`src/hw/rtl/fca_pkg.sv`:
```
// Shared types and constants for the FIFO-replacement associative cache.
package fca_pkg;

	localparam int CAP_W          = 5;
	localparam int DEF_ENTRIES    = 16;
	localparam int DEF_KEY_BITS   = 32;
	localparam int DEF_VALUE_BITS = 32;
	localparam int OP_W           = 2;

	localparam logic [CAP_W-1:0] CAP_RESET = 5'd16;

	typedef enum logic [OP_W-1:0] {
		OP_GET   = 2'd0,
		OP_PUT   = 2'd1,
		OP_INVAL = 2'd2
	} fca_op_t;

	typedef enum logic [5:0] {
		ST_IDLE = 6'b000001,
		ST_RD   = 6'b000010,
		ST_CMP  = 6'b000100,
		ST_RES  = 6'b001000,
		ST_VAL  = 6'b010000,
		ST_OUT  = 6'b100000
	} fca_state_t;

	typedef struct packed {
		logic valid;
		logic hit;
	} fca_res_t;

endpackage

```
`src/hw/rtl/fca_ram.sv`:
```
// Generic single-write, single-read RAM with registered read data.
module fca_ram #(
	parameter int WIDTH = 32,
	parameter int DEPTH = 16
) (
	input  logic                     clk,
	input  logic                     we,
	input  logic [$clog2(DEPTH)-1:0] waddr,
	input  logic [WIDTH-1:0]         wdata,
	input  logic [$clog2(DEPTH)-1:0] raddr,
	output logic [WIDTH-1:0]         rdata
);

	logic [WIDTH-1:0] mem_q [DEPTH];
	logic [WIDTH-1:0] rdata_q;

	always_ff @(posedge clk) begin
		if (we) begin
			mem_q[waddr] <= wdata;
		end
		rdata_q <= mem_q[raddr];
	end

	assign rdata = rdata_q;

endmodule

```
`src/hw/rtl/fca_ctrl.sv`:
```
// Sequencer: walks the key RAM through one shared key compare, then applies the operation.
module fca_ctrl
	import fca_pkg::*;
#(
	parameter int ENTRIES    = DEF_ENTRIES,
	parameter int KEY_BITS   = DEF_KEY_BITS,
	parameter int VALUE_BITS = DEF_VALUE_BITS
) (
	input  logic                  clk,
	input  logic                  arst_n,
	input  logic [CAP_W-1:0]      cap,
	input  logic                  req_valid,
	output logic                  req_ready,
	input  fca_op_t               req_op,
	input  logic [KEY_BITS-1:0]   req_key,
	input  logic [VALUE_BITS-1:0] req_value,
	output fca_res_t              res,
	input  logic                  res_ready,
	output logic [VALUE_BITS-1:0] res_value
);

	localparam int IDX_W = $clog2(ENTRIES);
	localparam int CNT_W = $clog2(ENTRIES + 1);
	localparam int CW    = (CNT_W > CAP_W) ? CNT_W : CAP_W;

	fca_state_t            state_q;
	fca_op_t               op_q;
	logic [KEY_BITS-1:0]   key_q;
	logic [VALUE_BITS-1:0] wval_q;
	logic [CNT_W-1:0]      scan_q;
	logic [IDX_W-1:0]      match_q;
	logic [IDX_W-1:0]      free_q;
	logic                  found_q;
	logic                  free_ok_q;
	logic [ENTRIES-1:0]    valid_q;
	logic [CNT_W-1:0]      fill_q;
	logic [IDX_W-1:0]      oldest_q;
	logic                  hit_q;
	logic [VALUE_BITS-1:0] rval_q;

	logic [CW-1:0]         cap_x;
	logic [CNT_W-1:0]      eff_cap;
	logic [IDX_W-1:0]      scan_idx;
	logic                  cmp_valid;
	logic                  cmp_hit;
	logic                  scan_end;
	logic [IDX_W-1:0]      ptr_p;
	logic [CNT_W-1:0]      ptr_inc;
	logic [IDX_W-1:0]      ptr_nx;
	logic                  use_free;
	logic [IDX_W-1:0]      ins_slot;
	logic                  op_known;

	logic                  key_we;
	logic                  val_we;
	logic [IDX_W-1:0]      wr_addr;
	logic [KEY_BITS-1:0]   key_rdata;
	logic [VALUE_BITS-1:0] val_rdata;

	// Clamp the capacity register into 1..ENTRIES.
	always_comb begin
		cap_x = CW'(cap);
		if (cap_x == '0) begin
			eff_cap = CNT_W'(1);
		end else if (cap_x > CW'(ENTRIES)) begin
			eff_cap = CNT_W'(ENTRIES);
		end else begin
			eff_cap = CNT_W'(cap_x);
		end
	end

	assign scan_idx  = scan_q[IDX_W-1:0];
	assign cmp_valid = valid_q[scan_idx];
	assign cmp_hit   = cmp_valid && (key_rdata == key_q);
	assign scan_end  = (scan_q >= eff_cap);

	// Out-of-range pointer evicts slot 0.
	assign ptr_p    = (CNT_W'(oldest_q) < eff_cap) ? oldest_q : '0;
	assign ptr_inc  = CNT_W'(ptr_p) + CNT_W'(1);
	assign ptr_nx   = (ptr_inc >= eff_cap) ? '0 : ptr_inc[IDX_W-1:0];
	assign use_free = free_ok_q && (fill_q < eff_cap);
	assign ins_slot = use_free ? free_q : ptr_p;
	assign op_known = (op_q == OP_GET) || (op_q == OP_PUT) || (op_q == OP_INVAL);

	always_comb begin
		key_we  = 1'b0;
		val_we  = 1'b0;
		wr_addr = match_q;
		if (state_q == ST_RES && op_q == OP_PUT) begin
			if (found_q) begin
				val_we = 1'b1;
			end else begin
				key_we  = 1'b1;
				val_we  = 1'b1;
				wr_addr = ins_slot;
			end
		end
	end

	fca_ram #(.WIDTH(KEY_BITS), .DEPTH(ENTRIES)) u_key_ram (
		.clk   (clk),
		.we    (key_we),
		.waddr (wr_addr),
		.wdata (key_q),
		.raddr (scan_idx),
		.rdata (key_rdata)
	);

	fca_ram #(.WIDTH(VALUE_BITS), .DEPTH(ENTRIES)) u_val_ram (
		.clk   (clk),
		.we    (val_we),
		.waddr (wr_addr),
		.wdata (wval_q),
		.raddr (match_q),
		.rdata (val_rdata)
	);

	always_ff @(posedge clk or negedge arst_n) begin
		if (!arst_n) begin
			state_q   <= ST_IDLE;
			scan_q    <= '0;
			found_q   <= 1'b0;
			free_ok_q <= 1'b0;
			valid_q   <= '0;
			fill_q    <= '0;
			oldest_q  <= '0;
		end else begin
			case (state_q)
				ST_IDLE: begin
					if (req_valid) begin
						state_q   <= ST_RD;
						scan_q    <= '0;
						found_q   <= 1'b0;
						free_ok_q <= 1'b0;
					end
				end
				ST_RD: begin
					state_q <= scan_end ? ST_RES : ST_CMP;
				end
				ST_CMP: begin
					if (cmp_hit) begin
						found_q <= 1'b1;
						state_q <= ST_RES;
					end else begin
						if (!cmp_valid) begin
							free_ok_q <= 1'b1;
						end
						scan_q  <= scan_q + CNT_W'(1);
						state_q <= ST_RD;
					end
				end
				ST_RES: begin
					case (op_q)
						OP_PUT: begin
							if (!found_q) begin
								valid_q[ins_slot] <= 1'b1;
								if (use_free) begin
									fill_q <= fill_q + CNT_W'(1);
								end else begin
									oldest_q <= ptr_nx;
								end
							end
						end
						OP_INVAL: begin
							if (found_q) begin
								valid_q[match_q] <= 1'b0;
								if (fill_q != '0) begin
									fill_q <= fill_q - CNT_W'(1);
								end
							end
						end
						default: begin
						end
					endcase
					state_q <= (op_q == OP_GET && found_q) ? ST_VAL : ST_OUT;
				end
				ST_VAL: begin
					state_q <= ST_OUT;
				end
				ST_OUT: begin
					if (res_ready) begin
						state_q <= ST_IDLE;
					end
				end
				default: begin
					state_q <= ST_IDLE;
				end
			endcase
		end
	end

	always_ff @(posedge clk) begin
		case (state_q)
			ST_IDLE: begin
				if (req_valid) begin
					op_q   <= req_op;
					key_q  <= req_key;
					wval_q <= req_value;
				end
			end
			ST_CMP: begin
				if (cmp_hit) begin
					match_q <= scan_idx;
				end
				// Keep the lowest free slot seen.
				if (!cmp_valid && !free_ok_q) begin
					free_q <= scan_idx;
				end
			end
			ST_RES: begin
				hit_q  <= found_q && op_known;
				rval_q <= '0;
			end
			ST_VAL: begin
				rval_q <= val_rdata;
			end
			default: begin
			end
		endcase
	end

	assign req_ready = (state_q == ST_IDLE);
	assign res.valid = (state_q == ST_OUT);
	assign res.hit   = hit_q;
	assign res_value = rval_q;

`ifndef SYNTHESIS
	a_fill_bound: assert property (@(posedge clk) disable iff (!arst_n)
		fill_q <= CNT_W'(ENTRIES))
		else $error("fill count above store depth");

	// The capacity may drop while idle, so only check during an operation.
	a_scan_bound: assert property (@(posedge clk) disable iff (!arst_n)
		(state_q != ST_IDLE) |-> (scan_q <= eff_cap))
		else $error("scan index past capacity");

	a_accept_starts_scan: assert property (@(posedge clk) disable iff (!arst_n)
		(req_valid && req_ready) |=> (state_q == ST_RD && scan_q == '0))
		else $error("accepted beat did not start a scan");

	a_hit_stops_scan: assert property (@(posedge clk) disable iff (!arst_n)
		(state_q == ST_CMP && cmp_hit) |=> (state_q == ST_RES && found_q))
		else $error("key match did not end the scan");

	a_fill_moves_in_res: assert property (@(posedge clk) disable iff (!arst_n)
		(fill_q != $past(fill_q)) |-> ($past(state_q) == ST_RES))
		else $error("fill count changed outside resolve step");
`endif

endmodule

```
`src/hw/rtl/fifo_replacement_assoc_cache_core.sv`:
```
// Flow: after accept, the scan alternates a key RAM read (ST_RD) and a compare (ST_CMP) for
// each slot up to the capacity, stopping at the first match, then resolves the operation
// (ST_RES); a get hit adds a value RAM read (ST_VAL) before the result (ST_OUT). A new beat
// is accepted only after the previous result has moved on to the output register.
// Reset: arst_n clears valid bits, fill count, oldest pointer and sequencer; capacity
// returns to 16; key and value RAM contents are left as they are.
module fifo_replacement_assoc_cache_core
	import fca_pkg::*;
#(
	parameter int ENTRIES    = DEF_ENTRIES,
	parameter int KEY_BITS   = DEF_KEY_BITS,
	parameter int VALUE_BITS = DEF_VALUE_BITS
) (
	input  logic                                       clk,
	input  logic                                       arst_n,
	input  logic                                       s_tvalid,
	output logic                                       s_tready,
	// key, write_value
	input  logic [((KEY_BITS + VALUE_BITS + 7) / 8) * 8 - 1:0] s_tdata,
	// opcode
	input  logic [OP_W-1:0]                            s_tuser,
	output logic                                       m_tvalid,
	input  logic                                       m_tready,
	// read_value
	output logic [((VALUE_BITS + 7) / 8) * 8 - 1:0]    m_tdata,
	// hit
	output logic                                       m_tuser,
	input  logic                                       cfg_we,
	input  logic [CAP_W-1:0]                           cfg_wdata
);

	logic [CAP_W-1:0]      cap_q;
	logic                  m_valid_q;
	logic                  m_hit_q;
	logic [VALUE_BITS-1:0] m_val_q;
	fca_res_t              res;
	logic [VALUE_BITS-1:0] res_value;
	logic                  res_ready;

	always_ff @(posedge clk or negedge arst_n) begin
		if (!arst_n) begin
			cap_q <= CAP_RESET;
		end else if (cfg_we) begin
			cap_q <= cfg_wdata;
		end
	end

	fca_ctrl #(
		.ENTRIES    (ENTRIES),
		.KEY_BITS   (KEY_BITS),
		.VALUE_BITS (VALUE_BITS)
	) u_ctrl (
		.clk       (clk),
		.arst_n    (arst_n),
		.cap       (cap_q),
		.req_valid (s_tvalid),
		.req_ready (s_tready),
		.req_op    (fca_op_t'(s_tuser)),
		.req_key   (s_tdata[KEY_BITS-1:0]),
		.req_value (s_tdata[KEY_BITS +: VALUE_BITS]),
		.res       (res),
		.res_ready (res_ready),
		.res_value (res_value)
	);

	// Load the output register when it is empty or its beat leaves this cycle.
	assign res_ready = !m_valid_q || m_tready;

	always_ff @(posedge clk or negedge arst_n) begin
		if (!arst_n) begin
			m_valid_q <= 1'b0;
		end else if (res_ready) begin
			m_valid_q <= res.valid;
		end
	end

	always_ff @(posedge clk) begin
		if (res_ready && res.valid) begin
			m_hit_q <= res.hit;
			m_val_q <= res_value;
		end
	end

	always_comb begin
		m_tdata                   = '0;
		m_tdata[VALUE_BITS-1:0]   = m_val_q;
	end

	assign m_tvalid = m_valid_q;
	assign m_tuser  = m_hit_q;

endmodule

```
`config.mk`:
```
export PLATFORM = sky130hd
export DESIGN_NAME = fifo_replacement_assoc_cache_core
export DESIGN_NICKNAME = d
export VERILOG_FILES = /design/src/hw/rtl/fca_pkg.sv /design/src/hw/rtl/fca_ram.sv /design/src/hw/rtl/fca_ctrl.sv /design/src/hw/rtl/fifo_replacement_assoc_cache_core.sv
export SDC_FILE = /design/constraint.sdc
export NUM_CORES = 1
export LEC_CHECK = 0
export BUFFER_PORTS_ARGS = -buffer_cell sky130_fd_sc_hd__buf_2
export CAP_MARGIN = 25
export CORE_MARGIN = 1.5
export CORE_UTILIZATION = 45
export DETAILED_ROUTE_END_ITERATION = 10
export GPL_TIMING_DRIVEN = 1
export PLACE_DENSITY = 0.61
export SLEW_MARGIN = 40
export SYNTH_ARGS = -nofsm -noshare
export SYNTH_HDL_FRONTEND = slang
export SYNTH_SLANG_ARGS = --single-unit
```
`constraint.sdc`:
```
create_clock -name clk -period 9.7 [get_ports clk]
set_input_delay 1.94 -clock clk [delete_from_list [all_inputs] [get_ports clk]]
set_output_delay 1.94 -clock clk [all_outputs]
set_load 0.01 [all_outputs]
```
Yosys cells after proc, flatten, opt, wreduce, memory -nomap -nowiden
Memory sizes are Yosys's and may differ from the RTL's. A register that Yosys moved wholly into a read port is not among the register bits.
Cells that the tools add are included.
{"block": "word_totals", "regBits": 184, "wordCells": 132, "memories": 2, "ram_bits": 1024}
{"memory": "u_ctrl.u_key_ram.mem_q", "depth": 16, "word_bits": 32, "rd": 1, "rd_ports_with_merged_regs": 1, "write_ports": 1, "line": "fca_ram.sv:14", "source": "logic [WIDTH-1:0] mem_q [DEPTH];"}
{"memory": "u_ctrl.u_val_ram.mem_q", "depth": 16, "word_bits": 32, "rd": 1, "rd_ports_with_merged_regs": 1, "write_ports": 1, "line": "fca_ram.sv:14"}
{"block": "op_classes", "muxes": 44, "reduce_logical": 31, "n_addsub": 4, "n_bitwise": 5, "eq_ne": 18, "magnitude_cmp": 10}
{"operator": "$pmux W32 S2", "count": 1}
{"operator": "$mux W5", "count": 8}
{"operator": "$pmux W6 S6", "count": 1}
{"operator": "$eq A32 B32 Y1", "count": 1}
{"operator": "$mux W16", "count": 2}
{"operator": "$pmux W16 S2", "count": 1}
{"operator": "$mux W4", "count": 7}
{"operator": "$pmux W5 S2", "count": 2}
{"operator": "$mux W6", "count": 3}
{"operator": "$and A16 B16 Y16", "count": 1}
{"operator": "$not A16 Y16", "count": 1}
{"operator": "$or A16 B16 Y16", "count": 1}
{"operator": "$lt A4 B5 Y1 const B", "count": 3}
{"operator": "$mux W1", "count": 14}
{"operator": "$reduce_and A4 Y1", "count": 3}
{"operator": "$add A5 B1 Y5 const B", "count": 2}
{"operator": "$ge A5 B5 Y1", "count": 2}
{"operator": "$ne A2 B2 Y1 const B", "count": 5}
{"operator": "$logic_and A1 B1 Y1", "count": 9}
{"operator": "$demux W1 S4", "count": 2}
{"operator": "$ge A4 B1 Y1 const B", "count": 2}
{"operator": "$ne A2 B1 Y1 const B", "count": 4}
{"operator": "$reduce_and A2 Y1", "count": 4}
{"operator": "$eq A6 B1 Y1 const B", "count": 1}
{"operator": "other kinds (23)", "count": 32}

Depth between registers and ports, before layout
{"block": "logic_depth", "word_depth": 13, "ltp_mapped": 14, "depth_no_buf": 14}

Modules after synthesis
From an unflattened synthesis, not the netlist that was laid out.
{"block": "unflattened", "hier_cells": 2195, "area_unflattened_um2": 47389.2}
{"module": "fca_ram (u_ctrl.u_key_ram)", "cells_per_inst": 838, "n_inst": 1, "area_each_um2": 19854.0}
{"module": "fca_ram (u_ctrl.u_val_ram)", "cells_per_inst": 838, "n_inst": 1, "area_each_um2": 19835.3}
{"module": "fca_ctrl", "cells_per_inst": 472, "n_inst": 1, "area_each_um2": 6482.5}
{"module": "fifo_replacement_assoc_cache_core", "cells_per_inst": 47, "n_inst": 1, "area_each_um2": 1217.4}

Worst setup path after synthesis
OpenSTA, ideal clock, no wires.
{"block": "synth_timing", "path_type": "reg-to-reg", "startpoint": "reg cap_q[4]", "endpoint": "mem u_ctrl.u_key_ram.mem_q[12][0], enable pin", "n_path_buf": 1, "required_ps": 9239, "setup_time_ps": 461, "setup_slack_ps": 4792, "stages_incl_launch_ff": 11, "synth_period_minus_slack_ps": 4908, "t_arrival_ps": 4447, "path_cell_list": "dfstp_2 inv_1 nand2_1 ha_1 a211oi_1 nor3_1 a21oi_2 nand3_1 a31o_2 buf_2 nor3_1"}
{"block": "synth_between", "elab_chain_cells": 8, "word_cells_on_any_way": 11}
{"element": "from (decl)", "line": "fifo_replacement_assoc_cache_core.sv:32", "source": "logic [CAP_W-1:0] cap_q;"}
{"element": "from (signal assigned)", "line": "fifo_replacement_assoc_cache_core.sv:44", "source": "cap_q <= cfg_wdata;"}
{"element": "$gt A5 B5 Y1", "line": "fca_ctrl.sv:65", "source": "end else if (cap_x > CW'(ENTRIES)) begin"}
{"element": "$mux W5", "line": "fca_ctrl.sv:65"}
{"element": "$mux W5 *", "line": "fca_ctrl.sv:63", "source": "if (cap_x == '0) begin"}
{"element": "$lt A4 B5 Y1 / $lt A5 B5 Y1 (equally long branches)", "line": "fca_ctrl.sv:78, fca_ctrl.sv:81"}
{"element": "$mux W4 / $logic_and A1 B1 Y1 (equally long branches)", "line": "fca_ctrl.sv:78, fca_ctrl.sv:81"}
{"element": "$mux W4 *", "line": "fca_ctrl.sv:82", "source": "assign ins_slot = use_free ? free_q : ptr_p;"}
{"element": "$mux W4 *", "line": "fca_ctrl.sv:90", "source": "if (found_q) begin"}
{"element": "$mux W4 *", "line": "fca_ctrl.sv:89", "source": "if (state_q == ST_RES && op_q == OP_PUT) begin"}
{"element": "to (decl)", "line": "fca_ram.sv:14"}
Mark *: on every way between the ends. The rest lies on a longest branch, timed or not.

Final worst setup path
{"block": "layout_timing", "startpoint": "reg cap_q[4]", "endpoint": "mem u_ctrl.u_key_ram.mem_q[12][2], enable pin"}
Same word-level chain as after synthesis.

==> run_results.csv <==
group,metric,value,unit
power_and_ir_drop,peakVddDrop,0.1837,mV
synthesis,ys_seq_area_frac,0.7848,
routing,drt-initial-drc-count,1970,
sta,finalSetupViolCount,0,
routing,routed_wirelength,99150,µm
clock_network,cts_hold_buf,0,
power_and_ir_drop,p_leak,17.32,nW
layout,multi_input_area,10020,µm²
sta,slew_headroom,0.4722,
setup_path,worst-path-buf-inv,2,
setup_path,rrSetupSlack,5.65,ns
setup_path,crit_required,10.05,ns
clock_network,cts_root_buf,"clkbuf_16",
routing,num_vias,21280,
synthesis,syn_area,47570,µm²
setup_path,r2r_cells,10,
setup_path,slowest_delay,0.59,ns
routing,vias_per_cell,5.656,
worst_hold_path,min_from,"u_ctrl.res_value[27]",
floorplanning,core_area,105100,µm²
synthesis,async_reset_ff_frac,0.03459,
clock_network,worstSkewPairLatency,0.73,ns
clock_network,clk_pin_slew,0.06,ns
routing,wl_per_cell,26.35,µm
layout,n_antenna_cell,0,
routing,drc,0,
setup_path,crit_start,"cap_q[4]",
sta,clock_skew,0.04113,ns
synthesis,synth.ff_latch_count,1272,
setup_path,worstReg2RegStart,"cap_q[4]",
floorplanning,initial_core_util,0.4526,
clock_network,cts.path.max_buffers,3,
power_and_ir_drop,power.total,0.01238,W
layout,seq_area,37350,µm²
power_and_ir_drop,p_per_area,227.2,nW/µm²
synthesis,synth_warnings,0,
status,status,"completed",
setup_path,r2r_end,"u_ctrl.u_key_ram.mem_q[12][2]",
clock_network,cts_setup_buffers,0,
sta,fin_setup_tns,0,ns
sta,fmax,246.8,MHz
synthesis,synth_area_leader_cell,"edfxtp_1",
floorplanning,die_area,107700,µm²
setup_path,cp_slowest_cell,"dfstp_2",
synthesis,synth_cell_types,66,
setup_path,cp-end-kind,"register",
global_routing,grt_pass1_wl,149300,µm
synthesis,synth_flop_cell,"edfxtp_1",
global_routing,grt_max_degree,80,
layout,drive_gt1_frac,0.3132,
setup_path,critPathMaxFanout,24,
floorplanning,fp-row-count,119,
setup_path,crit_chain,"inv_1, nand2_1, ha_1, a211oi_1, nor3_1, a21oi_2, nand3_1, a31o_2, nor3_4, buf_4",
global_routing,antenna_found_initial,2,
setup_path,crit_family,"compound AO/OA/AOI/OAI gates",
synthesis,yosysMostFrequentCell,"edfxtp_1",
sta,fin_crit,4.052,ns
sta,finalMaxSlewViolations,0,
synthesis,synth_edf_count,1164,
worst_hold_path,holdPathEnd,"m_tdata[27]",
worst_hold_path,worst_hold_path.num_cells,0,
layout,final_nets,2368,
floorplanning,die_w,328.1,µm
layout,area.growth.synth_to_final,14.54,%
global_routing,grt_pass1_vias,23080,
synthesis,avgSynthCellArea,23.09,µm²
synthesis,synth_commonest_cells,"edfxtp_1 (1164), mux4_2 (325), dfxtp_1 (64)",
routing,ant_nets,0,
floorplanning,die_h,328.1,µm
placed_design,portBuffers,110,
clock_network,cts.sink_count,1272,
setup_path,cp-start-kind,"register",
run,drv_cap,0,
synthesis,synth_area_leaders,"edfxtp_1 (73%), mux4_2 (15%), dfxtp_1 (2.7%)",
floorplanning,pin_count,111,
global_routing,globalRouteOverflowTotal,0,
global_routing,grt_usage,0.1892,
synthesis,synth_fp_nets,2163,
routing,dr.pass1.iters,5,
sta,fin_crit_sh,0.4178,
sta,hold_viol,0,
synthesis,synth_cells,2060,
clock_network,htree_levels,4,
placed_design,gp_congestion,0.7739,
synthesis,netlist.area_leader.share,0.7347,
setup_path,crit_arrival,4.40,ns
placed_design,dpl.hpwl,52450,µm
layout,n_fill_cell,8125,
clock_network,cts_tree,"built",
worst_hold_path,min_path_type,"register to register",
clock_network,cts-resized-gates,0,
sta,rsz0062_at_grt,"false",
sta,tightest_slew,0.7917,ns
clock_network,cts_buffers,130,
setup_path,crit_type,"register to register",
worst max path at each step:
stage	end	cells past startpoint
CTS	u_ctrl.u_key_ram.mem_q[13][17]	10
floorplan	u_ctrl.u_key_ram.mem_q[12][0]	10
global placement	u_ctrl.u_key_ram.mem_q[12][30]	10
global route	u_ctrl.u_key_ram.mem_q[12][2]	10
finish	u_ctrl.u_key_ram.mem_q[12][2]	10
detailed placement	u_ctrl.u_key_ram.mem_q[15][27]	10
metal layers:
metal / wire (µm) / vias up / GRT usage
met2: 51350 / 569 / 0.3223
met5: 13 / - / 0
met1: 41110 / 11470 / 0.2503
met3: 4357 / 166 / 0.02989
li1: - / 9080 / -
met4: 2320 / 2 / 0.06131
cell families after synthesis:
family,synth area share
XOR/XNOR,0.006996
buffers and inverters,0.009310
multiplexers,0.1569
AO/OA/AOI/OAI,0.01297
AND/OR/NAND/NOR,0.02178
flip-flops,0.7848
adder cells (fa/ha/maj),0.007259
cell usage in the layout, fill, tap and decap left out, drive strengths merged, types with 5 or more instances in the layout:
| cell | count |
|---|---|
| xnor2 | 37 |
| nand4 | 8 |
| a21oi | 13 |
| ha | 26 |
| dfxtp | 64 |
| dfrtp | 42 |
| a21o | 6 |
| a31oi | 5 |
| nand2 | 26 |
| nor2b | 6 |
| o21ai | 35 |
| nor3 | 44 |
| nor2 | 24 |
| nand3 | 13 |
| nand3b | 5 |
| bufinv | 9 |
| clkinv | 48 |
| edfxtp | 1164 |
| buf | 158 |
| and2 | 35 |
| inv | 24 |
| mux4 | 325 |
| mux2 | 10 |
| clkbuf | 177 |
per-stage QoR:
step                      utilization  worst slack (ns)  instance area, µm²  std cells  hold slack [ns]
after floorplan                     -             4.792               47570       2060           0.4003
after global placement         0.4762             5.615               50060       3523           0.4022
after detailed placement       0.4770             5.460               50140       3524           0.4045
after CTS                      0.5181             5.400               54460       3763           0.4167
after global routing           0.5184             5.344               54490       3763           0.4248
final                          0.5184             5.648               54490       3763           0.4156
power breakdown:
| part | switching (W) | internal, W |
|---|---|---|
| Combinational | 0.000380 | 0.000359 |
| Sequential | 0.000323 | 0.00638 |
| Clock | 0.00206 | 0.00288 |
worst reg2reg max path, stage by stage (launching register included):
cell      delay, ns
dfstp_2        0.59
inv_1          0.10
nand2_1        0.17
ha_1           0.27
a211oi_1       0.28
nor3_1         0.12
a21oi_2        0.31
nand3_1        0.23
a31o_2         0.49
nor3_4         0.56
buf_4          0.52
sequential cells by signal (all words and copies together) (netlist names), 32 cells and up:
signal / cells
u_ctrl.res_value: 32
u_ctrl.u_val_ram.rdata: 32
u_ctrl.u_key_ram.mem_q: 512
u_ctrl.u_val_ram.mem_q: 512
u_ctrl.key_q: 32
m_tdata: 32
u_ctrl.wval_q: 32
u_ctrl.u_key_ram.rdata: 32
area by class of cell:
class | count | share of cell area
flip-flops and latches | 1272 | 0.6854
inverters | 20 | 0.001424
clock inverters | 64 | 0.01325
clock buffers | 175 | 0.06599
well taps | 1391 | 0.03194
multi-input cells | 681 | 0.1839
repair buffers | 160 | 0.01812
(Power assumes the default switching activity.)
